File: src/rtl/core/jpeg_bit_writer_stuffing_macros.svh
// Assertion macros for the JPEG bit writer core.
// Used by the top level of the core, jpeg_bit_writer_stuffing.sv; needs nothing else.
`ifndef JPEG_BIT_WRITER_STUFFING_MACROS_SVH
`define JPEG_BIT_WRITER_STUFFING_MACROS_SVH

// Same-cycle implication, disabled while reset is asserted.
`define JBW_ASSERT_IMP(label, clk, rst_n, ante, cons) \
	label: assert property (@(posedge clk) disable iff (!rst_n) (ante) |-> (cons)) \
		else $error("jbw: same-cycle check failed");

// Next-cycle implication, disabled while reset is asserted.
`define JBW_ASSERT_NXT(label, clk, rst_n, ante, cons) \
	label: assert property (@(posedge clk) disable iff (!rst_n) (ante) |=> (cons)) \
		else $error("jbw: next-cycle check failed");

`endif

File: src/rtl/core/jbw_pkg.sv
// Package for the JPEG bit writer: command codes, constants and shared types.
// Depends on nothing; jbw_pack_unit, jbw_out_reg and the top level import it.
package jbw_pkg;

	localparam int JBW_MAX_CODE_BITS = 32;

	localparam logic [1:0] CMD_PUT   = 2'd0;
	localparam logic [1:0] CMD_FLUSH = 2'd1;
	localparam logic [1:0] CMD_RAW   = 2'd2;

	localparam logic [7:0] MARKER_BYTE = 8'hFF;

	typedef struct packed {
		logic       valid;
		logic [7:0] data;
		logic       last;
	} emit_t;

	typedef struct packed {
		logic [7:0] data;
		logic [2:0] fill_next;
		logic [3:0] take;
		logic       complete;
	} pack_t;

endpackage

File: src/rtl/core/jbw_if.sv
// Valid/ready channel interfaces of the JPEG bit writer: code items and stream bytes.
// Depends on nothing.
interface jbw_in_if;
	logic        valid;
	logic        ready;
	logic [1:0]  command;
	logic [31:0] data_bits;
	logic [5:0]  bit_count;

	modport source (output valid, output command, output data_bits, output bit_count,
		input ready);
	modport sink (input valid, input command, input data_bits, input bit_count,
		output ready);
endinterface

interface jbw_out_if;
	logic        valid;
	logic        ready;
	logic [7:0]  out_byte;
	logic        last_of_run;
	logic [31:0] bytes_written;

	modport source (output valid, output out_byte, output last_of_run,
		output bytes_written, input ready);
	modport sink (input valid, input out_byte, input last_of_run, input bytes_written,
		output ready);
endinterface

File: src/rtl/core/jbw_pack_unit.sv
// Shift unit: merges up to one byte's worth of code bits into the pending bits.
// Depends on jbw_pkg.
module jbw_pack_unit
	import jbw_pkg::*;
#(
	parameter int REM_W = 6
) (
	input  logic [6:0]       acc,
	input  logic [2:0]       fill,
	input  logic [7:0]       top_bits,
	input  logic [REM_W-1:0] remaining,
	output pack_t            pack
);

	logic [3:0]  avail;
	logic [3:0]  take;
	logic [14:0] merged;

	always_comb begin
		avail = 4'd8 - {1'b0, fill};
		if (remaining < REM_W'(avail)) begin
			take = remaining[3:0];
		end else begin
			take = avail;
		end
		merged = {acc, top_bits} >> (4'd8 - take);
		pack.data = merged[7:0];
		pack.take = take;
		pack.complete = (({1'b0, fill} + take) == 4'd8);
		pack.fill_next = fill + take[2:0];
	end

endmodule

File: src/rtl/core/jbw_out_reg.sv
// Output register of the JPEG bit writer: holds one stream byte and the running byte count.
// Depends on jbw_pkg and jbw_if.
module jbw_out_reg
	import jbw_pkg::*;
(
	input  logic             clk,
	input  logic             arst_n,
	input  emit_t            emit,
	output logic             slot_free,
	jbw_out_if.source        result
);

	logic        valid_q;
	logic [7:0]  data_q;
	logic        last_q;
	logic [31:0] total_q;

	assign slot_free = !valid_q || result.ready;

	always_ff @(posedge clk or negedge arst_n) begin
		if (!arst_n) begin
			valid_q <= 1'b0;
			total_q <= '0;
		end else if (emit.valid) begin
			valid_q <= 1'b1;
			total_q <= total_q + 32'd1;
		end else if (result.ready) begin
			valid_q <= 1'b0;
		end
	end

	always_ff @(posedge clk) begin
		if (emit.valid) begin
			data_q <= emit.data;
			last_q <= emit.last;
		end
	end

	assign result.valid = valid_q;
	assign result.out_byte = data_q;
	assign result.last_of_run = last_q;
	assign result.bytes_written = total_q;

endmodule

File: src/rtl/core/jpeg_bit_writer_stuffing.sv
// Top level of the JPEG entropy bit writer with 0xFF byte stuffing.
// Depends on jbw_pkg, jbw_if, jbw_pack_unit, jbw_out_reg and the assertion macros.
//
// Channel | Dir | Fields                                   | Beat
// item    | in  | command, data_bits, bit_count            | valid & ready
// result  | out | out_byte, last_of_run, bytes_written     | valid & ready
//
// A put item is loaded, then merged into the pending bits in steps of up to 8 - pending
// bits each; a 32-bit code takes four to five steps, and a zero byte is stuffed after
// each 0xFF byte. Flush zero-pads the pending bits to a byte; raw emits its low byte.
// Reset clears the pending bits, the byte count and the sequencer at once.
// A stalled result holds the sequencer on the step that produces the next byte.
`include "jpeg_bit_writer_stuffing_macros.svh"

module jpeg_bit_writer_stuffing
	import jbw_pkg::*;
#(
	parameter int MAX_CODE_BITS = JBW_MAX_CODE_BITS
) (
	input  logic      clk,
	input  logic      arst_n,
	jbw_in_if.sink    item,
	jbw_out_if.source result
);

	localparam int REM_W = $clog2(MAX_CODE_BITS + 1);

	localparam logic [1:0] S_IDLE  = 2'd0;
	localparam logic [1:0] S_STEP  = 2'd1;
	localparam logic [1:0] S_STUFF = 2'd2;
	localparam logic [1:0] S_RAW   = 2'd3;

	logic [1:0]               state_q, state_d;
	logic [6:0]               acc_q, acc_d;
	logic [2:0]               fill_q, fill_d;
	logic [REM_W-1:0]         rem_q, rem_d;
	logic [MAX_CODE_BITS-1:0] data_q, data_d;

	logic [REM_W-1:0] rem_after;
	logic [5:0]       count_sat;
	logic [REM_W-1:0] count_load;
	logic             slot_free;
	emit_t            emit;
	pack_t            pack;

	jbw_pack_unit #(
		.REM_W(REM_W)
	) u_pack (
		.acc      (acc_q),
		.fill     (fill_q),
		.top_bits (data_q[MAX_CODE_BITS-1 -: 8]),
		.remaining(rem_q),
		.pack     (pack)
	);

	jbw_out_reg u_out (
		.clk      (clk),
		.arst_n   (arst_n),
		.emit     (emit),
		.slot_free(slot_free),
		.result   (result)
	);

	assign item.ready = (state_q == S_IDLE);
	assign rem_after = rem_q - REM_W'(pack.take);
	assign count_sat = (item.bit_count > 6'(MAX_CODE_BITS)) ? 6'(MAX_CODE_BITS)
		: item.bit_count;
	assign count_load = REM_W'(count_sat);

	always_comb begin
		state_d = state_q;
		acc_d = acc_q;
		fill_d = fill_q;
		rem_d = rem_q;
		data_d = data_q;
		emit = '0;
		unique case (state_q)
			S_IDLE: begin
				if (item.valid) begin
					unique case (item.command)
						CMD_PUT: begin
							if (count_load != '0) begin
								rem_d = count_load;
								data_d = item.data_bits[MAX_CODE_BITS-1:0]
									<< (REM_W'(MAX_CODE_BITS) - count_load);
								state_d = S_STEP;
							end
						end
						CMD_FLUSH: begin
							if (fill_q != 3'd0) begin
								rem_d = REM_W'(4'd8 - {1'b0, fill_q});
								data_d = '0;
								state_d = S_STEP;
							end
						end
						CMD_RAW: begin
							data_d = MAX_CODE_BITS'(item.data_bits[7:0]) << (MAX_CODE_BITS - 8);
							state_d = S_RAW;
						end
						default: begin
						end
					endcase
				end
			end
			S_STEP: begin
				if (pack.complete) begin
					if (slot_free) begin
						emit.valid = 1'b1;
						emit.data = pack.data;
						emit.last = (rem_after < REM_W'(8)) && (pack.data != MARKER_BYTE);
						acc_d = '0;
						fill_d = '0;
						rem_d = rem_after;
						data_d = data_q << pack.take;
						if (pack.data == MARKER_BYTE) begin
							state_d = S_STUFF;
						end else if (rem_after == '0) begin
							state_d = S_IDLE;
						end
					end
				end else begin
					acc_d = pack.data[6:0];
					fill_d = pack.fill_next;
					rem_d = rem_after;
					data_d = data_q << pack.take;
					state_d = S_IDLE;
				end
			end
			S_STUFF: begin
				if (slot_free) begin
					emit.valid = 1'b1;
					emit.data = 8'h00;
					emit.last = (rem_q < REM_W'(8));
					state_d = (rem_q == '0) ? S_IDLE : S_STEP;
				end
			end
			S_RAW: begin
				if (slot_free) begin
					emit.valid = 1'b1;
					emit.data = data_q[MAX_CODE_BITS-1 -: 8];
					emit.last = 1'b1;
					state_d = S_IDLE;
				end
			end
			default: begin
			end
		endcase
	end

	always_ff @(posedge clk or negedge arst_n) begin
		if (!arst_n) begin
			state_q <= S_IDLE;
			acc_q <= '0;
			fill_q <= '0;
			rem_q <= '0;
		end else begin
			state_q <= state_d;
			acc_q <= acc_d;
			fill_q <= fill_d;
			rem_q <= rem_d;
		end
	end

	always_ff @(posedge clk) begin
		data_q <= data_d;
	end

	`JBW_ASSERT_IMP(a_idle_no_work, clk, arst_n, state_q == S_IDLE, rem_q == '0)
	`JBW_ASSERT_IMP(a_stuff_after_marker, clk, arst_n, state_q == S_STUFF,
		result.valid && (result.out_byte == MARKER_BYTE))
	`JBW_ASSERT_NXT(a_last_ends_run, clk, arst_n, emit.valid && emit.last,
		(state_q == S_IDLE) || ((state_q == S_STEP) && !pack.complete))
	`JBW_ASSERT_IMP(a_no_overwrite, clk, arst_n, emit.valid, slot_free)

endmodule

File: src/flat_wrapper.sv
// flat-port wrapper written by rule: the top's interface ports become plain ports
module jpeg_bit_writer_stuffing_flat import jbw_pkg::*;
#(
	parameter int MAX_CODE_BITS = JBW_MAX_CODE_BITS
)
  (clk, arst_n, item_valid, item_command, item_data_bits, item_bit_count, item_ready, result_valid, result_out_byte, result_last_of_run, result_bytes_written, result_ready);
  jbw_in_if item_i ();
  jbw_out_if result_i ();
  input  logic clk;
  input  logic arst_n;
  input wire logic [$bits(item_i.valid)-1:0] item_valid;
  input wire logic [$bits(item_i.command)-1:0] item_command;
  input wire logic [$bits(item_i.data_bits)-1:0] item_data_bits;
  input wire logic [$bits(item_i.bit_count)-1:0] item_bit_count;
  output wire logic [$bits(item_i.ready)-1:0] item_ready;
  output wire logic [$bits(result_i.valid)-1:0] result_valid;
  output wire logic [$bits(result_i.out_byte)-1:0] result_out_byte;
  output wire logic [$bits(result_i.last_of_run)-1:0] result_last_of_run;
  output wire logic [$bits(result_i.bytes_written)-1:0] result_bytes_written;
  input wire logic [$bits(result_i.ready)-1:0] result_ready;
  assign item_i.valid = item_valid;
  assign item_i.command = item_command;
  assign item_i.data_bits = item_data_bits;
  assign item_i.bit_count = item_bit_count;
  assign item_ready = item_i.ready;
  assign result_valid = result_i.valid;
  assign result_out_byte = result_i.out_byte;
  assign result_last_of_run = result_i.last_of_run;
  assign result_bytes_written = result_i.bytes_written;
  assign result_i.ready = result_ready;
  jpeg_bit_writer_stuffing #(.MAX_CODE_BITS(MAX_CODE_BITS)) u_core (.clk(clk), .arst_n(arst_n), .item(item_i), .result(result_i));
endmodule
File: config.mk
export PLATFORM = sky130hd
export DESIGN_NAME = jpeg_bit_writer_stuffing_flat
export DESIGN_NICKNAME = d
export VERILOG_FILES = /design/src/rtl/core/jbw_pkg.sv /design/src/rtl/core/jbw_if.sv /design/src/rtl/core/jbw_pack_unit.sv /design/src/rtl/core/jbw_out_reg.sv /design/src/rtl/core/jpeg_bit_writer_stuffing.sv /design/src/flat_wrapper.sv
export VERILOG_INCLUDE_DIRS = /design/src /design/src/rtl/core
export SDC_FILE = /design/constraint.sdc
export NUM_CORES = 1
export LEC_CHECK = 0
export ABC_AREA = 1
export BUFFER_PORTS_ARGS = -buffer_cell sky130_fd_sc_hd__buf_2
export CELL_PAD_IN_SITES_DETAIL_PLACEMENT = 1
export CELL_PAD_IN_SITES_GLOBAL_PLACEMENT = 1
export CORE_AREA = 5 5 225 183
export CTS_CLUSTER_DIAMETER = 100
export DETAILED_ROUTE_END_ITERATION = 10
export DIE_AREA = 0 0 230 188
export PLACE_DENSITY_LB_ADDON = 0.15
export SLEW_MARGIN = 20
export SYNTH_ARGS = -nofsm -noshare
export SYNTH_HDL_FRONTEND = slang
export SYNTH_SLANG_ARGS = --single-unit
File: constraint.sdc
create_clock -name clk -period 6.8 [get_ports clk]
set_input_delay 1.02 -clock clk [delete_from_list [all_inputs] [get_ports clk]]
set_output_delay 1.02 -clock clk [all_outputs]
set_load 0.05 [all_outputs]
==> metrics.md <==
| Metric | Value |
|---|---|
| Status | `complete, no violations` |
| Total global routing overflow | `0` |
| Mapped Cells | `1378` |
| Layout cells sized above 1 | `11.28%` |
| Number of synthesized register bits | `92` |
| Antenna violations before repair | `0` |
| H-tree depth | `3` |
| N_diodes | `0` |
| GP Congestion | `0.8663` |
| Layout area overhead | `13.82%` |
| Max_slew headroom | `40.86%` |
| # DRC | `0` |
| Gr usage total | `16.98%` |
| Sequential-to-total area share from yosys stat | `28.59%` |
| Crit path DAT | `5.19 ns` |
| CTS root buffer | `clkbuf_16` |
| Worst-case clock buffer depth | `2` |
| Detailed Place HPWL | `29290 µm` |
| Worst-Margin Slew | `0.8861 ns` |
| First-pass GRT wire length | `57860 µm` |
| Clock Skew | `0.01229 ns` |
| IO Count | `87` |
| Area share of the largest cell type after synthesis | `19.51%` |
| Post-CTS setup buffers | `0` |
| Hold_buf cts | `0` |
| Final layout net count | `1492` |
| DR vias/cell | `4.850` |
| Fin. max-slew vios | `0` |
| Row count | `65` |
| PortBufs | `86` |
| RSZ-0062 raised after global routing | `false` |
| Most used DFF post-synth | `dfrtp_1` |
| Worst-path fanout max | `38` |
| # fillers | `4928` |
| FMAX | `203.6 MHz` |
| Final period utilization | `72.23%` |
| Max-Cap Viols | `0` |
| Ranking of synthesized cells by area | `nand2_1, dfrtp_1, edfxtp_1` |
| Slowest stage delay, CP | `0.49 ns` |
| EDFF count, synth | `41` |
| Num Clock Sinks | `92` |
| CP max stage cell | `nand2_2` |
| Avg Cell Area, Syn | `6.365 µm²` |
| Tmin final | `4.912 ns` |
| Async S/R FF share, synth | `55.43%` |
| CP dominant cell by count | `ha_1` |
| Syn_nets | `1439` |
| Hold Fails Final Rpt | `0` |
| Startpoint types | `flop` |
| CTS Buf Count | `9` |
| Largest net degree at the start of global routing | `67` |
| Post-Syn Area | `0.008771 mm²` |
| Worst-skew pair later-pin latency | `0.39 ns` |
| Total die area | `0.04324 mm²` |
| Clock slew seen by the registers of the worst setup and hold paths | `0.08 ns` |
| Initial Util | `22.56%` |
| Post-synth cell types | `47` |
| Die Width | `230 µm` |
| Top cells by count, synth | `nand2_1, nand3_1, inv_1` |
| Crit Path Category | `flop to flop` |
| Worst setup EP type | `flop` |
| DIE HEIGHT | `188 µm` |
| Cell breakdown of the critical path | `inv_1, ha_1, ha_1, nor2_1, a21oi_4, nand2_4, nand2_1, nand2_2, ha_1, ha_1, or2_2, nor2_4, nand2_4, nor2_8, inv_2, o21ai_4, buf_4, nand2_1, xor2_1` |
| Final ANT Viol Nets | `0` |
| TNS Setup | `0 ns` |
| WL per Instance | `18.96 µm` |
| Synth warnings | `0` |
| Buffer and inverter count on the worst path | `3` |
| Most common cell in the netlist | `nand2_1` |
| Initial DRC count | `695` |
| Class of the worst hold path | `flop to flop` |
| Worst R2R Setup Slack | `1.89 ns` |
| Drt first pass iters | `5` |
| CORE AREA | `0.03887 mm²` |
| Final setup violation count | `0` |
| Crit path max-delay family | `simple AND/OR/NAND/NOR gates` |
| Total number of vias | `9399` |
| CP Data Required Time | `7.07 ns` |
| WL final | `36750 µm` |
| Number of global-route vias before repair | `9582` |
| CTS tree | `built` |
| Post_cts resized | `0` |
| Cell accounting for the most synthesized area | `nand2_1` |
routing by layer:
metal  part of all wire [%]  global-route usage [%]
met5                      0                       0
met1                     54                   26.20
met2                     42                   25.47
met4                   0.81                   2.574
met3                    3.3                   2.452
final timing paths:
kind,startpoint,end,cells after the start
worst max-delay path,u_core.fill_q[0]$_DFFE_PN0P_,u_core.u_out.result.bytes_written[19]$_DFFE_PN0P_,19
worst min-delay path,u_core.u_out.result.bytes_written[5]$_DFFE_PN0P_,u_core.u_out.result.bytes_written[5]$_DFFE_PN0P_,1
worst max register to register,u_core.fill_q[0]$_DFFE_PN0P_,u_core.u_out.result.bytes_written[19]$_DFFE_PN0P_,19
worst min register to register,u_core.u_out.result.bytes_written[5]$_DFFE_PN0P_,u_core.u_out.result.bytes_written[5]$_DFFE_PN0P_,1
max in group asynchronous,arst_n,u_core.u_out.result.bytes_written[15]$_DFFE_PN0P_,2
min in group asynchronous,arst_n,u_core.rem_q[2]$_DFFE_PN0P_,2
cells in the final DEF (no fill, tap or decap), types with 9 or more instances in the layout:
cell type and count:
inv_1 137, ha_1 17, nor3_1 23, nand3_1 203
buf_2 86, mux2i_1 25, dfrtp_1 51, o21ai_1 11
edfxtp_1 41, o21ai_0 111, a21oi_1 10, nor4_1 10
nor2_1 63, xor2_1 26, o22ai_1 15, nand2_2 11
nand4_1 14, o211ai_1 26, or2_2 16, clkbuf_16 9
buf_4 14, nand2_1 455
registers in the layout (all words and copies together) (netlist names):
name                               cells
u_core.acc_q                           7
u_core.data_q                         32
u_core.fill_q                          3
u_core.rem_q                           6
u_core.state_q                         2
u_core.u_out.result.bytes_written     32
u_core.u_out.result.last_of_run        1
u_core.u_out.result.out_byte           8
u_core.u_out.result.valid              1
stage by stage:
step	hold slack, ns	setup WS (ns)	util [%]	area (µm²)	std cells
final	0.5373	1.888	25.68	9983	1938
after detailed placement	0.5416	1.856	24.88	9672	1922
after global routing	0.5743	1.495	25.68	9983	1938
after CTS	0.5530	1.849	25.68	9983	1938
after global placement	0.5243	2.041	24.88	9672	1922
after floorplan	0.4913	2.240	-	8771	1378
final cells by class:
type | count | area [µm²] | share of cell area [%]
clock buffers | 9 | 225.2 | 2.256
clock inverters | 7 | 86.33 | 0.8648
inverters | 147 | 551.8 | 5.527
multi-input cells | 1081 | 5449 | 54.58
flip-flops and latches | 92 | 2507 | 25.12
well taps | 502 | 628.1 | 6.292
repair buffers | 100 | 535.5 | 5.364
logic make-up after synthesis:
logic type      Yosys count  synth area share (%)
simple gates            814                 40.66
buf+inv                 205                 9.344
compound gates          192                 12.84
flops                    92                 28.59
xor+xnor                 33                 3.295
mux                      25                 2.853
fa+ha+maj                17                 2.425
Power is left out: the tool's default activity adds up to more than one toggle a clock period on the data nets, which glitch-free logic cannot reach.
